**src/design/rgb_line_detect_convolution_top_macros.svh**
```systemverilog
`ifndef RGB_LINE_DETECT_CONVOLUTION_TOP_MACROS_SVH
`define RGB_LINE_DETECT_CONVOLUTION_TOP_MACROS_SVH

// Same-cycle implication check.
`define RLD_ASSERT_NOW(lbl, ante, cons) \
  lbl: assert property (@(posedge clk_i) disable iff (!rst_ni) (ante) |-> (cons)) \
    else $error("rld check failed");

// Next-cycle implication check.
`define RLD_ASSERT_NEXT(lbl, ante, cons) \
  lbl: assert property (@(posedge clk_i) disable iff (!rst_ni) (ante) |=> (cons)) \
    else $error("rld check failed");

`endif

```
**src/design/rld_pkg.sv**
```systemverilog
package rld_pkg;

  localparam int unsigned MaxWidth  = 4096;
  localparam int unsigned MinWidth  = 5;
  localparam int unsigned RowWBits  = 13;
  localparam int unsigned ColBits   = 12;
  localparam int unsigned ScaleBits = 16;
  localparam int unsigned BiasBits  = 9;
  localparam int unsigned CfgAddrW  = 2;
  localparam int unsigned CfgDataW  = 16;
  localparam int unsigned SumBits   = 11;
  localparam int unsigned ProdBits  = 28;

  localparam int unsigned QDepth = 4;
  localparam int unsigned QPtrW  = $clog2(QDepth);
  localparam int unsigned QCntW  = $clog2(QDepth + 1);

  localparam logic [CfgAddrW-1:0] RegRowWidth = 2'd0;
  localparam logic [CfgAddrW-1:0] RegScale    = 2'd1;
  localparam logic [CfgAddrW-1:0] RegBias     = 2'd2;

  localparam logic [RowWBits-1:0]  RowWidthRst = 13'd640;
  localparam logic [ScaleBits-1:0] ScaleRst    = 16'd256;
  localparam logic [BiasBits-1:0]  BiasRst     = 9'd0;

  typedef struct packed {
    logic [7:0] blue;
    logic [7:0] green;
    logic [7:0] red;
  } px_t;

  typedef enum logic {
    JOB_SINGLE,
    JOB_BURST
  } job_kind_e;

  // seq[0..3] previous pixels, seq[4] current, seq[5..8] row head
  typedef struct packed {
    px_t [8:0]          seq;
    logic [ColBits-1:0] col;
    job_kind_e          kind;
  } job_t;

  typedef struct packed {
    logic empty;
    job_t job;
  } q_head_t;

endpackage

```
**src/design/rld_fifo.sv**
```systemverilog
`include "rgb_line_detect_convolution_top_macros.svh"

module rld_fifo
  import rld_pkg::*;
(
  input  logic    clk_i,
  input  logic    rst_ni,
  input  logic    push_i,
  input  job_t    push_job_i,
  output logic    full_o,
  input  logic    pop_i,
  output q_head_t head_o
);

  job_t             mem_q [QDepth];
  logic [QPtrW-1:0] wr_q, wr_d;
  logic [QPtrW-1:0] rd_q, rd_d;
  logic [QCntW-1:0] cnt_q, cnt_d;

  assign full_o       = (cnt_q == QCntW'(QDepth));
  assign head_o.empty = (cnt_q == '0);
  assign head_o.job   = mem_q[rd_q];

  always_comb begin
    wr_d  = push_i ? wr_q + 1'b1 : wr_q;
    rd_d  = pop_i ? rd_q + 1'b1 : rd_q;
    cnt_d = cnt_q + QCntW'(push_i) - QCntW'(pop_i);
  end

  always_ff @(posedge clk_i or negedge rst_ni) begin
    if (!rst_ni) begin
      wr_q  <= '0;
      rd_q  <= '0;
      cnt_q <= '0;
    end else begin
      wr_q  <= wr_d;
      rd_q  <= rd_d;
      cnt_q <= cnt_d;
    end
  end

  always_ff @(posedge clk_i) begin
    if (push_i) begin
      mem_q[wr_q] <= push_job_i;
    end
  end

  `RLD_ASSERT_NOW(a_no_overflow, push_i, !full_o)
  `RLD_ASSERT_NOW(a_no_underflow, pop_i, !head_o.empty)
  `RLD_ASSERT_NEXT(a_cnt_grows, push_i && !pop_i, cnt_q == $past(cnt_q) + 1'b1)

endmodule

```
**src/design/rld_front.sv**
```systemverilog
module rld_front
  import rld_pkg::*;
(
  input  logic                clk_i,
  input  logic                rst_ni,
  input  logic [RowWBits-1:0] row_width_i,
  input  logic                in_accept_i,
  input  px_t                 in_px_i,
  output logic                push_o,
  output job_t                push_job_o
);

  px_t                win_q  [4];
  px_t                head_q [4];
  logic [ColBits-1:0] cnt_q, cnt_d;

  logic [RowWBits-1:0] w_eff, w_m1, c_ext;
  logic [ColBits-1:0]  c;
  logic                last;

  always_comb begin
    if (row_width_i < RowWBits'(MinWidth)) begin
      w_eff = RowWBits'(MinWidth);
    end else if (row_width_i > RowWBits'(MaxWidth)) begin
      w_eff = RowWBits'(MaxWidth);
    end else begin
      w_eff = row_width_i;
    end
    w_m1  = w_eff - 1'b1;
    c_ext = ({1'b0, cnt_q} > w_m1) ? w_m1 : {1'b0, cnt_q};
    c     = c_ext[ColBits-1:0];
    last  = (c_ext == w_m1);

    push_o = in_accept_i && (last || c >= ColBits'(4));
    for (int j = 0; j < 4; j++) begin
      push_job_o.seq[j]     = win_q[j];
      push_job_o.seq[j + 5] = head_q[j];
    end
    push_job_o.seq[4] = in_px_i;
    if (last) begin
      push_job_o.kind = JOB_BURST;
      push_job_o.col  = ColBits'(w_eff - RowWBits'(3));
    end else begin
      push_job_o.kind = JOB_SINGLE;
      push_job_o.col  = c - ColBits'(2);
    end
    cnt_d = last ? '0 : c + 1'b1;
  end

  always_ff @(posedge clk_i or negedge rst_ni) begin
    if (!rst_ni) begin
      cnt_q <= '0;
    end else if (in_accept_i) begin
      cnt_q <= cnt_d;
    end
  end

  always_ff @(posedge clk_i) begin
    if (in_accept_i) begin
      win_q[0] <= win_q[1];
      win_q[1] <= win_q[2];
      win_q[2] <= win_q[3];
      win_q[3] <= in_px_i;
      if (c < ColBits'(4)) begin
        head_q[c[1:0]] <= in_px_i;
      end
    end
  end

endmodule

```
**src/design/rld_back.sv**
```systemverilog
module rld_back
  import rld_pkg::*;
(
  input  logic                 clk_i,
  input  logic                 rst_ni,
  input  logic [ScaleBits-1:0] scale_i,
  input  logic [BiasBits-1:0]  bias_i,
  input  q_head_t              head_i,
  output logic                 pop_o,
  output logic                 out_valid_o,
  input  logic                 out_ready_i,
  output logic [ColBits-1:0]   out_col_o,
  output px_t                  out_px_o,
  output logic                 out_last_o
);

  function automatic logic signed [SumBits-1:0] line_sum(
    input logic [7:0] a, input logic [7:0] b, input logic [7:0] m,
    input logic [7:0] d, input logic [7:0] e);
    logic signed [SumBits-1:0] s;
    s = $signed({1'b0, m, 2'b00}) - $signed({3'b000, a}) - $signed({3'b000, b})
      - $signed({3'b000, d}) - $signed({3'b000, e});
    return s;
  endfunction

  function automatic logic [7:0] clamp(input logic signed [ProdBits-1:0] v);
    logic [7:0] r;
    if (v[ProdBits-1] || v == '0) begin
      r = 8'd0;
    end else if (|v[ProdBits-1:16]) begin
      r = 8'hFF;
    end else begin
      r = v[15:8];
    end
    return r;
  endfunction

  logic       advance;
  logic [2:0] k_q, k_d;
  px_t        win [5];
  logic [3:0] idx;

  logic                      a_valid_q, a_valid_d;
  logic [ColBits-1:0]        a_col_q, a_col_d;
  logic                      a_last_q, a_last_d;
  logic signed [SumBits-1:0] a_sum_q [3];
  logic signed [SumBits-1:0] a_sum_d [3];

  logic                       b_valid_q;
  logic [ColBits-1:0]         b_col_q;
  logic                       b_last_q;
  logic signed [ProdBits-1:0] b_prod_q [3];
  logic signed [ProdBits-1:0] b_prod_d [3];
  logic signed [ProdBits-1:0] scale_ext, bias_ext;
  logic signed [ProdBits-1:0] v [3];

  logic               o_valid_q;
  logic [ColBits-1:0] o_col_q;
  px_t                o_px_q, o_px_d;
  logic               o_last_q;

  assign advance = !o_valid_q || out_ready_i;

  always_comb begin
    for (int j = 0; j < 5; j++) begin
      idx    = 4'(k_q) + 4'(j);
      win[j] = head_i.job.seq[idx];
    end
    a_sum_d[0] = line_sum(win[0].red, win[1].red, win[2].red, win[3].red, win[4].red);
    a_sum_d[1] = line_sum(win[0].green, win[1].green, win[2].green, win[3].green,
                          win[4].green);
    a_sum_d[2] = line_sum(win[0].blue, win[1].blue, win[2].blue, win[3].blue,
                          win[4].blue);
    a_valid_d = !head_i.empty;
    if (head_i.job.kind == JOB_SINGLE) begin
      a_col_d  = head_i.job.col;
      a_last_d = 1'b1;
    end else begin
      a_col_d  = (k_q < 3'd3) ? head_i.job.col + ColBits'(k_q) : ColBits'(k_q - 3'd3);
      a_last_d = (k_q == 3'd4);
    end
    pop_o = advance && a_valid_d && a_last_d;
    if (pop_o) begin
      k_d = '0;
    end else if (advance && a_valid_d) begin
      k_d = k_q + 1'b1;
    end else begin
      k_d = k_q;
    end
  end

  always_comb begin
    scale_ext = $signed({{(ProdBits - ScaleBits){1'b0}}, scale_i});
    bias_ext  = $signed({{(ProdBits - BiasBits - 8){bias_i[BiasBits-1]}}, bias_i, 8'd0});
    for (int ch = 0; ch < 3; ch++) begin
      b_prod_d[ch] = $signed({{(ProdBits - SumBits){a_sum_q[ch][SumBits-1]}}, a_sum_q[ch]})
                     * scale_ext;
      v[ch] = b_prod_q[ch] + bias_ext;
    end
    o_px_d.red   = clamp(v[0]);
    o_px_d.green = clamp(v[1]);
    o_px_d.blue  = clamp(v[2]);
  end

  always_ff @(posedge clk_i or negedge rst_ni) begin
    if (!rst_ni) begin
      k_q       <= '0;
      a_valid_q <= 1'b0;
      b_valid_q <= 1'b0;
      o_valid_q <= 1'b0;
    end else begin
      k_q <= k_d;
      if (advance) begin
        a_valid_q <= a_valid_d;
        b_valid_q <= a_valid_q;
        o_valid_q <= b_valid_q;
      end
    end
  end

  always_ff @(posedge clk_i) begin
    if (advance) begin
      a_col_q  <= a_col_d;
      a_last_q <= a_last_d;
      b_col_q  <= a_col_q;
      b_last_q <= a_last_q;
      o_col_q  <= b_col_q;
      o_last_q <= b_last_q;
      o_px_q   <= o_px_d;
      for (int ch = 0; ch < 3; ch++) begin
        a_sum_q[ch]  <= a_sum_d[ch];
        b_prod_q[ch] <= b_prod_d[ch];
      end
    end
  end

  assign out_valid_o = o_valid_q;
  assign out_col_o   = o_col_q;
  assign out_px_o    = o_px_q;
  assign out_last_o  = o_last_q;

endmodule

```
**src/design/rgb_line_detect_convolution_top.sv**
```systemverilog
// RGB row line-detect filter.
// Input stream s_axis: one raster pixel per item, tdata = red, green, blue.
// Output stream m_axis: one filtered pixel per item, tdata = column, red,
// green, blue; tlast marks the last result caused by one input pixel.
// Each column x gives 4*P(x) minus its two neighbors on each side (columns
// wrap at the row width), scaled by an unsigned Q8.8 gain, offset by a signed
// bias, truncated toward zero and clamped to 0..255.
// The first four pixels of a row give no result; later pixels give the
// result for their column minus two; the last pixel of a row gives five.
// A result passes the job queue and the sum, product and output registers.
// Throughput: one item per cycle on both sides while the queue has room and
// m_axis_tready is high; a row end gives five output results, absorbed by a
// 4-entry job queue between the input tracker and the arithmetic pipeline.
// Configuration (cfg_we_i, cfg_addr_i, cfg_wdata_i) must be written only
// while idle (0 row width, 1 gain, 2 bias); the block does not enforce it.
// Reset clears the column counter, queue and pipeline and restores the
// register defaults (640, 1.0, 0). When m_axis_tready is low with a result
// pending, the output register holds and the pipeline stalls; s_axis_tready
// drops when the queue is full.
module rgb_line_detect_convolution_top
  import rld_pkg::*;
(
  input  logic                clk_i,
  input  logic                rst_ni,
  input  logic                s_axis_tvalid,
  output logic                s_axis_tready,
  input  logic [23:0]         s_axis_tdata,  // red, green, blue
  output logic                m_axis_tvalid,
  input  logic                m_axis_tready,
  output logic [39:0]         m_axis_tdata,  // column, out_red, out_green, out_blue, zeros
  output logic                m_axis_tlast,
  input  logic                cfg_we_i,
  input  logic [CfgAddrW-1:0] cfg_addr_i,
  input  logic [CfgDataW-1:0] cfg_wdata_i
);

  logic [RowWBits-1:0]  row_width_q;
  logic [ScaleBits-1:0] scale_q;
  logic [BiasBits-1:0]  bias_q;

  logic               in_accept;
  logic               push;
  job_t               push_job;
  logic               full;
  logic               pop;
  q_head_t            head;
  logic [ColBits-1:0] out_col;
  px_t                out_px;
  px_t                in_px;

  always_ff @(posedge clk_i or negedge rst_ni) begin
    if (!rst_ni) begin
      row_width_q <= RowWidthRst;
      scale_q     <= ScaleRst;
      bias_q      <= BiasRst;
    end else if (cfg_we_i) begin
      unique case (cfg_addr_i)
        RegRowWidth: row_width_q <= cfg_wdata_i[RowWBits-1:0];
        RegScale:    scale_q     <= cfg_wdata_i[ScaleBits-1:0];
        RegBias:     bias_q      <= cfg_wdata_i[BiasBits-1:0];
        default: ;
      endcase
    end
  end

  assign s_axis_tready = !full;
  assign in_accept     = s_axis_tvalid && !full;
  assign in_px.red     = s_axis_tdata[7:0];
  assign in_px.green   = s_axis_tdata[15:8];
  assign in_px.blue    = s_axis_tdata[23:16];

  rld_front u_front (
    .clk_i       (clk_i),
    .rst_ni      (rst_ni),
    .row_width_i (row_width_q),
    .in_accept_i (in_accept),
    .in_px_i     (in_px),
    .push_o      (push),
    .push_job_o  (push_job)
  );

  rld_fifo u_fifo (
    .clk_i      (clk_i),
    .rst_ni     (rst_ni),
    .push_i     (push),
    .push_job_i (push_job),
    .full_o     (full),
    .pop_i      (pop),
    .head_o     (head)
  );

  rld_back u_back (
    .clk_i       (clk_i),
    .rst_ni      (rst_ni),
    .scale_i     (scale_q),
    .bias_i      (bias_q),
    .head_i      (head),
    .pop_o       (pop),
    .out_valid_o (m_axis_tvalid),
    .out_ready_i (m_axis_tready),
    .out_col_o   (out_col),
    .out_px_o    (out_px),
    .out_last_o  (m_axis_tlast)
  );

  assign m_axis_tdata = {4'd0, out_px.blue, out_px.green, out_px.red, out_col};

endmodule

```
**config.mk**
```make
export PLATFORM = sky130hd
export DESIGN_NAME = rgb_line_detect_convolution_top
export DESIGN_NICKNAME = d
export VERILOG_FILES = /design/src/design/rld_pkg.sv /design/src/design/rld_fifo.sv /design/src/design/rld_front.sv /design/src/design/rld_back.sv /design/src/design/rgb_line_detect_convolution_top.sv
export VERILOG_INCLUDE_DIRS = /design/src /design/src/design
export SDC_FILE = /design/constraint.sdc
export NUM_CORES = 2
export LEC_CHECK = 0
export ABC_AREA = 1
export BUFFER_PORTS_ARGS = -buffer_cell sky130_fd_sc_hd__buf_2
export CORE_AREA = 2 2 453 635
export CTS_CLUSTER_DIAMETER = 60
export DETAILED_ROUTE_END_ITERATION = 16
export DIE_AREA = 0 0 455 637
export MAX_ROUTING_LAYER = met4
export PLACE_DENSITY = 0.4
export SETUP_SLACK_MARGIN = 0.15
export SYNTH_ARGS = -nofsm -noshare
export SYNTH_HDL_FRONTEND = slang
export SYNTH_SLANG_ARGS = --single-unit
```
**constraint.sdc**
```tcl
create_clock -name clk_i -period 25.3 [get_ports clk_i]
set_clock_uncertainty 0.05 [all_clocks]
set_input_delay 1.265 -clock clk_i [delete_from_list [all_inputs] [get_ports clk_i]]
set_output_delay 1.265 -clock clk_i [all_outputs]
set_load 0.05 [all_outputs]
```
**Word level (Yosys, flattened, before mapping)**

Memories as Yosys holds them, arrays and structs flattened.
Cells that the tools add are included.

- Register bits after elaboration: 126
- Memory bits (writable): 1,225
- Input port bits: 47
- Output and inout port bits: 43
- Logic and storage cells: 130
- Memories kept: 5

Memories:

| memory | depth | width | rd ports | clocked after Yosys merged registers in | write ports | line | text |
|---|---|---|---|---|---|---|---|
| u_fifo.mem_q | 4 | 229 | 1 | 0 | 1 | rld_fifo.sv:15 | `job_t mem_q [QDepth];` |
| u_front.head_q | 4 | 24 | 4 | 0 | 1 | rld_front.sv:14 | `px_t head_q [4];` |
| u_front.win_q | 4 | 24 | 4 | 0 | 4 | rld_front.sv:13 | `px_t win_q [4];` |
| u_back.b_prod_q | 3 | 28 | 3 | 0 | 3 | rld_back.sv:52 | `logic signed [ProdBits-1:0] b_prod_q [3];` |
| u_back.a_sum_q | 3 | 11 | 3 | 0 | 3 | rld_back.sv:46 | `logic signed [SumBits-1:0] a_sum_q [3];` |

- Add/subtract/negate cells: 30
- Multipliers: 3
- Order comparisons: 11
- Equality and inequality tests: 5
- Muxes and demuxes: 32
- Reductions and logical operators: 24

Operators with widths:

| operator | number |
|---|---|
| binary-select mux 24 bit (select 4 bit) | 4 |
| 2-to-1 mux 24 bit | 5 |
| subtractor 11 x 9 -> 11 bit | 9 |
| adder 28 x 17 -> 28 bit | 3 |
| zero test 28 bit | 3 |
| multiplier 11 x 17 -> 28 bit | 3 |
| binary-select mux 24 bit (select 3 bit) | 1 |
| 2-to-1 mux 13 bit | 4 |
| 2-to-1 mux 12 bit | 3 |
| OR reduction 12 bit | 3 |
| subtractor 10 x 8 -> 11 bit | 3 |
| 2-to-1 mux 8 bit | 3 |
| subtractor 12 x 2 -> 12 bit (second input constant) | 2 |
| less-than comparator 4 x 5 -> 1 bit (second input constant) | 4 |
| == test 13 bit | 1 |
| greater-than comparator 12 x 13 -> 1 bit | 1 |
| greater-than comparator 13 bit (second input constant) | 1 |
| less-than comparator 13 x 3 -> 1 bit (second input constant) | 1 |
| subtractor 13 x 1 -> 13 bit (second input constant) | 1 |
| adder 12 x 1 -> 12 bit (second input constant) | 1 |
| adder 12 x 3 -> 12 bit | 1 |
| >= comparator 12 x 3 -> 1 bit (second input constant) | 1 |
| less-than comparator 12 x 3 -> 1 bit (second input constant) | 1 |
| 2-to-1 mux 1 bit | 10 |
| other kinds (21) | 36 |

**Depth between registers and ports, before layout**

- Depth after elaboration: 11
- Mapped depth: 39
- Depth with buffers taken out: 36

**By module**

A second synthesis with hierarchy kept.

- Cell total of the unflattened synthesis: 9,738
- Area total of the unflattened synthesis: 86,993.4 µm²

By module, submodules not included:

| module | instances | cells each | area an instance (µm²) |
|---|---|---|---|
| rld_fifo | 1 | 3,634 | 39,004.9 |
| rld_back | 1 | 5,257 | 37,790.0 |
| rld_front | 1 | 670 | 8,583.2 |
| rgb_line_detect_convolution_top | 1 | 177 | 1,615.3 |

**Least setup slack after synthesis**

Ideal clock, no wire load.

- Kind: flip-flop to flip-flop
- Start point: register row_width_q[7]
- End point: memory u_fifo.mem_q[0][0] (netlist name), enable pin
- Arrival: 13,119 ps
- Data required time: 24,428 ps
- Setup slack: 11,309 ps
- Stages on the path, launching flop included: 34
- Buffers on the path: 2
- Period minus slack after synthesis: 13,991 ps
- Cell sequence: dfstp_2 nor2_1 nand2_1 nor2_1 nand2_1 nand2_2 nand2_1 nand2_2 inv_1 ha_1 inv_1 nor2_4 nand2_1 xnor2_1 ha_1 nand2_1 inv_1 nand3_1 inv_1 a21oi_1 nor2_1 nand2_1 nand3_2 nand2_2 buf_6 buf_6 nand2_1 o21ai_1 nor2_1 nand3_2 nor2_4 nand2_2 nand2_4 nor2_1

- Cells in the longest elaborated chain, start to end: 11

RTL lines:

| element | line | text |
|---|---|---|
| from (decl) | rgb_line_detect_convolution_top.sv:37 | `logic [RowWBits-1:0] row_width_q;` |
| from (signal assigned) | rgb_line_detect_convolution_top.sv:53 | `row_width_q <= RowWidthRst;` |
| from (signal assigned) | rgb_line_detect_convolution_top.sv:58 | `RegRowWidth: row_width_q <= cfg_wdata_i[RowWBits-1:0];` |
| greater-than comparator 13 bit | rld_front.sv:24 | `end else if (row_width_i > RowWBits'(MaxWidth)) begin` |
| 2-to-1 mux 13 bit | rld_front.sv:24 |  |
| 2-to-1 mux 13 bit (*) | rld_front.sv:22 | `if (row_width_i < RowWBits'(MinWidth)) begin` |
| subtractor 13 x 1 -> 13 bit (*) | rld_front.sv:29 | `w_m1 = w_eff - 1'b1;` |
| greater-than comparator 12 x 13 -> 1 bit | rld_front.sv:30 | `c_ext = ({1'b0, cnt_q} > w_m1) ? w_m1 : {1'b0, cnt_q};` |
| 2-to-1 mux 13 bit | rld_front.sv:30 |  |
| >= comparator 12 x 3 -> 1 bit / == test 13 bit (equally long branches) | rld_front.sv:34, rld_front.sv:32 |  |
| logical OR 1 bit (*) | rld_front.sv:34 | `push_o = in_accept_i && (last \|\| c >= ColBits'(4));` |
| logical AND 1 bit (*) | rld_front.sv:34 |  |
| 2-to-1 mux 1 bit (*) | rld_fifo.sv:43 | `if (push_i) begin` |
| 2-to-1 mux 1 bit (implied by the code) (*) | rld_fifo.sv:44 | `mem_q[wr_q] <= push_job_i;` |
| to (decl) | rld_fifo.sv:15 |  |

Every way passes the cells marked *; elsewhere a longest branch is shown, timed or not.

**Final worst setup path**

- Start point: register row_width_q[7]
- End point: memory u_fifo.mem_q[1][100] (netlist name), enable pin

The elaborated chain is that of the path after synthesis.

==> impl_metrics.yaml <==
status:
  status: "completed"
cts:
  cts_resized: 0
  cts_tree: "yes"
  clockBufferDepth: 4
  cts_inserted_buffers: 162
  htreeDepth: 4
  cts-root-buf: "clkbuf_16"
  postCtsSetupRepairBufs: 0
  worstSkewPairLatency_ns: 0.86
  cts.sinks: 1351
  ctsHoldBuffers: 0
  path_clk_slew_ns: 0.06
yosys:
  synth_edf_count: 1288
  ys_ff_latch: 1351
  ys_types: 61
  yosysWarningCount: 0
  dominantRegCellSynth: "edfxtp_1"
  yosysSeqAreaShare_pct: 50.74
  netlist_area_um2: 79340
  async_flop_share_pct: 4.663
  avgSynthCellArea_um2: 10.33
  synthCells: 7679
routing:
  viasPerCell: 4.715
  drt-total-wl_mm: 241.4
  drt_iter0_markers: 3296
  drc: 0
  drt-met1-wl_mm: 98.23
  drt-pass1-iter-count: 6
  route.top_layer_used: "met4"
  wl_per_cell_um: 20.97
  wl_met3_mm: 7.046
  wl_met2_mm: 126.9
  final_antenna_net_count: 0
  via_count: 54280
critical_path:
  worstPathRequired_ns: 25.71
  crit_path_max_fanout: 49
  worstPathArrival_ns: 8.91
  critPathLaunchType: "flip-flop"
  endpoint_kind: "flip-flop"
  crit_type: "flip-flop to flip-flop"
  critPathMaxStageDelay_ns: 0.79
  critPathSlowestCell: "buf_4"
  r2r_end: "u_fifo.mem_q[1][100]$_DFFE_PP_"
  cpMostUsedCell: "nand2_1"
  rr_startpoint: "row_width_q[7]$_DFFE_PN1P_"
  reg2regPathDepth: 34
  ff2ff_setup_slack_ns: 16.80
sta:
  setup_viol: 0
  max_clock_freq_mhz: 117.7
  post-route-min-period_ns: 8.500
  period_share_pct: 33.60
  rsz0062_at_grt: "no"
  hold_viol_final: 0
  slew_headroom_pct: 14.90
  fin_tns_setup_ns: 0
  report.final.slew_viol_count: 0
  worstMarginPinSlew_ns: 1.272
  fin_ws_ns: 16.80
cells_and_area:
  ff_latch_area_um2: 40270
  fin_nets: 8518
  area_growth_pct: 12.12
  drive_gt1_share_pct: 6.685
  fill_cells: 29040
  multi_input_area_um2: 33520
die:
  ios: 90
  core-area_um2: 284200
  dieWidth_um: 455
  rows: 232
  initial_core_util_pct: 27.92
  die-height_um: 637
  die_area_um2: 289800
placement:
  io_buffers: 85
  gp_congestion: 0.8481
  dp_slack_ns: 16.72
  dpl.hpwl_mm: 161.3
global_route:
  grt_pass1_vias: 55900
  grt_max_degree: 180
  grtUsageTotal_pct: 17.05
  antenna_found_initial: 10
  grt_remaining_overflow: 0
  grt_pass1_wl_mm: 361.9
run:
  drv_cap: 0
hold_path:
  hold_class: "primary input to async pin"
how the worst max path moves through the flow:
stage,start,endpoint,cells after the start
6_report,row_width_q[7]$_DFFE_PN1P_,u_fifo.mem_q[1][100]$_DFFE_PP_,34
3_3_place_gp,row_width_q[7]$_DFFE_PN1P_,u_fifo.mem_q[1][180]$_DFFE_PP_,34
3_5_place_dp,row_width_q[7]$_DFFE_PN1P_,u_fifo.mem_q[1][52]$_DFFE_PP_,34
5_1_grt,row_width_q[7]$_DFFE_PN1P_,u_fifo.mem_q[1][100]$_DFFE_PP_,34
2_1_floorplan,row_width_q[7]$_DFFE_PN1P_,u_fifo.mem_q[0][0]$_DFFE_PP_,33
4_1_cts,row_width_q[7]$_DFFE_PN1P_,u_fifo.mem_q[1][188]$_DFFE_PP_,34
routing by layer:
metal  track usage [%]  vias up
met2             30.72      982
met1             19.48    27270
met5                 -        -
met3             1.803      412
li1                  -    25620
met4             5.873        0
cells in the final DEF (no fill, tap or decap), types with 16 or more instances in the layout:
cell / netlist / final
nand3_1: 344 / 344
nor2_4: 7 / 16
buf_4: 6 / 112
nor2_1: 254 / 243
fa_1: 452 / 452
ha_1: 370 / 369
a32o_1: 149 / 149
o41ai_1: 21 / 21
o21ai_0: 382 / 382
clkbuf_16: 0 / 165
a21oi_1: 400 / 399
nand2_1: 1937 / 1937
xnor2_1: 58 / 58
clkinv_2: 0 / 22
clkinv_1: 5 / 29
buf_2: 12 / 84
a31oi_1: 32 / 32
xor2_1: 115 / 115
inv_1: 1079 / 1074
nand2_2: 17 / 17
clkbuf_1: 303 / 30
dfrtp_1: 60 / 55
o22ai_1: 22 / 22
o2111ai_1: 44 / 44
mux2i_1: 18 / 18
nand4_1: 25 / 25
edfxtp_1: 1288 / 1288
sequential cells by signal, summed over array words and instances (netlist names), 3 cells and up:
signal,flops
u_back.b_prod_q,84
u_back.out_col_o,12
u_front.win_q,96
u_back.b_col_q,12
u_front.cnt_q,12
u_fifo.mem_q,916
u_front.head_q,96
u_back.out_px_o,24
u_back.k_q,3
bias_q,9
row_width_q,13
scale_q,16
u_fifo.cnt_q,3
u_back.a_sum_q,33
u_back.a_col_q,12
synthesized netlist by cell type (7+ instances only):
library cell	n	area, µm²
a21oi_1	400	2002
o211ai_1	12	90.09
o22ai_1	22	137.6
nor2_1	254	953.4
a31oi_1	32	200.2
nor4_1	12	75.07
o41ai_1	21	183.9
o21ai_1	14	70.07
a21boi_0	15	112.6
dfrtp_1	60	1501
a221oi_1	12	105.1
nand2_1	1937	7271
a22oi_1	9	67.56
o21bai_1	8	60.06
edfxtp_1	1288	38680
a32o_1	149	1491
buf_1	73	274.0
inv_1	1079	4050
nand2_2	17	106.4
a211oi_1	10	75.07
ha_1	370	4629
nand3_1	344	1722
o21ai_0	382	1912
mux2i_1	18	180.2
nor2_4	7	78.83
buf_2	12	60.06
xor2_1	115	1007
o21a_1	8	60.06
nor3_1	15	75.07
o2111ai_1	44	385.4
inv_2	8	30.03
o21ai_2	11	96.34
fa_1	452	9049
xnor2_1	58	508.0
nand4_1	25	156.4
clkbuf_1	303	1137
final cells by class:
| type | count | area share (%) |
|---|---|---|
| Multi-Input combinational cell | 4841 | 37.68 |
| Clock inverter | 81 | 0.7750 |
| Sequential cell | 1351 | 45.27 |
| Timing Repair Buffer | 201 | 1.530 |
| Tap cell | 3744 | 5.266 |
| Inverter | 1092 | 4.647 |
| Antenna cell | 4 | 0.01125 |
| Clock buffer | 198 | 4.814 |
through the flow:
step           cell area, µm²  util, %  std cells  hold WS (ns)
5_1_grt                 88960    31.30      11510        0.2841
3_5_place_dp            83980    29.55      11230        0.3545
6_report                88960    31.30      11510        0.3207
4_1_cts                 88950    31.30      11510        0.2520
2_1_floorplan           79350        -       7682        0.3503
3_3_place_gp            83980    29.55      11230        0.3518
cells by family after synthesis:
family	share of synthesized area (%)
AND/OR/NAND/NOR	13.49
buffers and inverters	7.134
flip-flops	50.74
AO/OA/AOI/OAI	9.224
adder cells (fa/ha/maj)	17.24
XOR/XNOR	1.910
multiplexers	0.2555
other	0.004726
critical path: cells and delay by family, from the launching register on:
family / cells / cell delay [ns]
buffers and inverters: 7 / 2.66
xor gates and xnor gates: 1 / 0.41
adders and majority gates: 2 / 0.54
DFF: 1 / 0.59
AOI/OAI and AO/OA: 1 / 0.16
and+or+nand+nor: 23 / 3.54
Power is not shown: default switching activity piles up to over one toggle a cycle in this logic, so the estimate is an artifact.
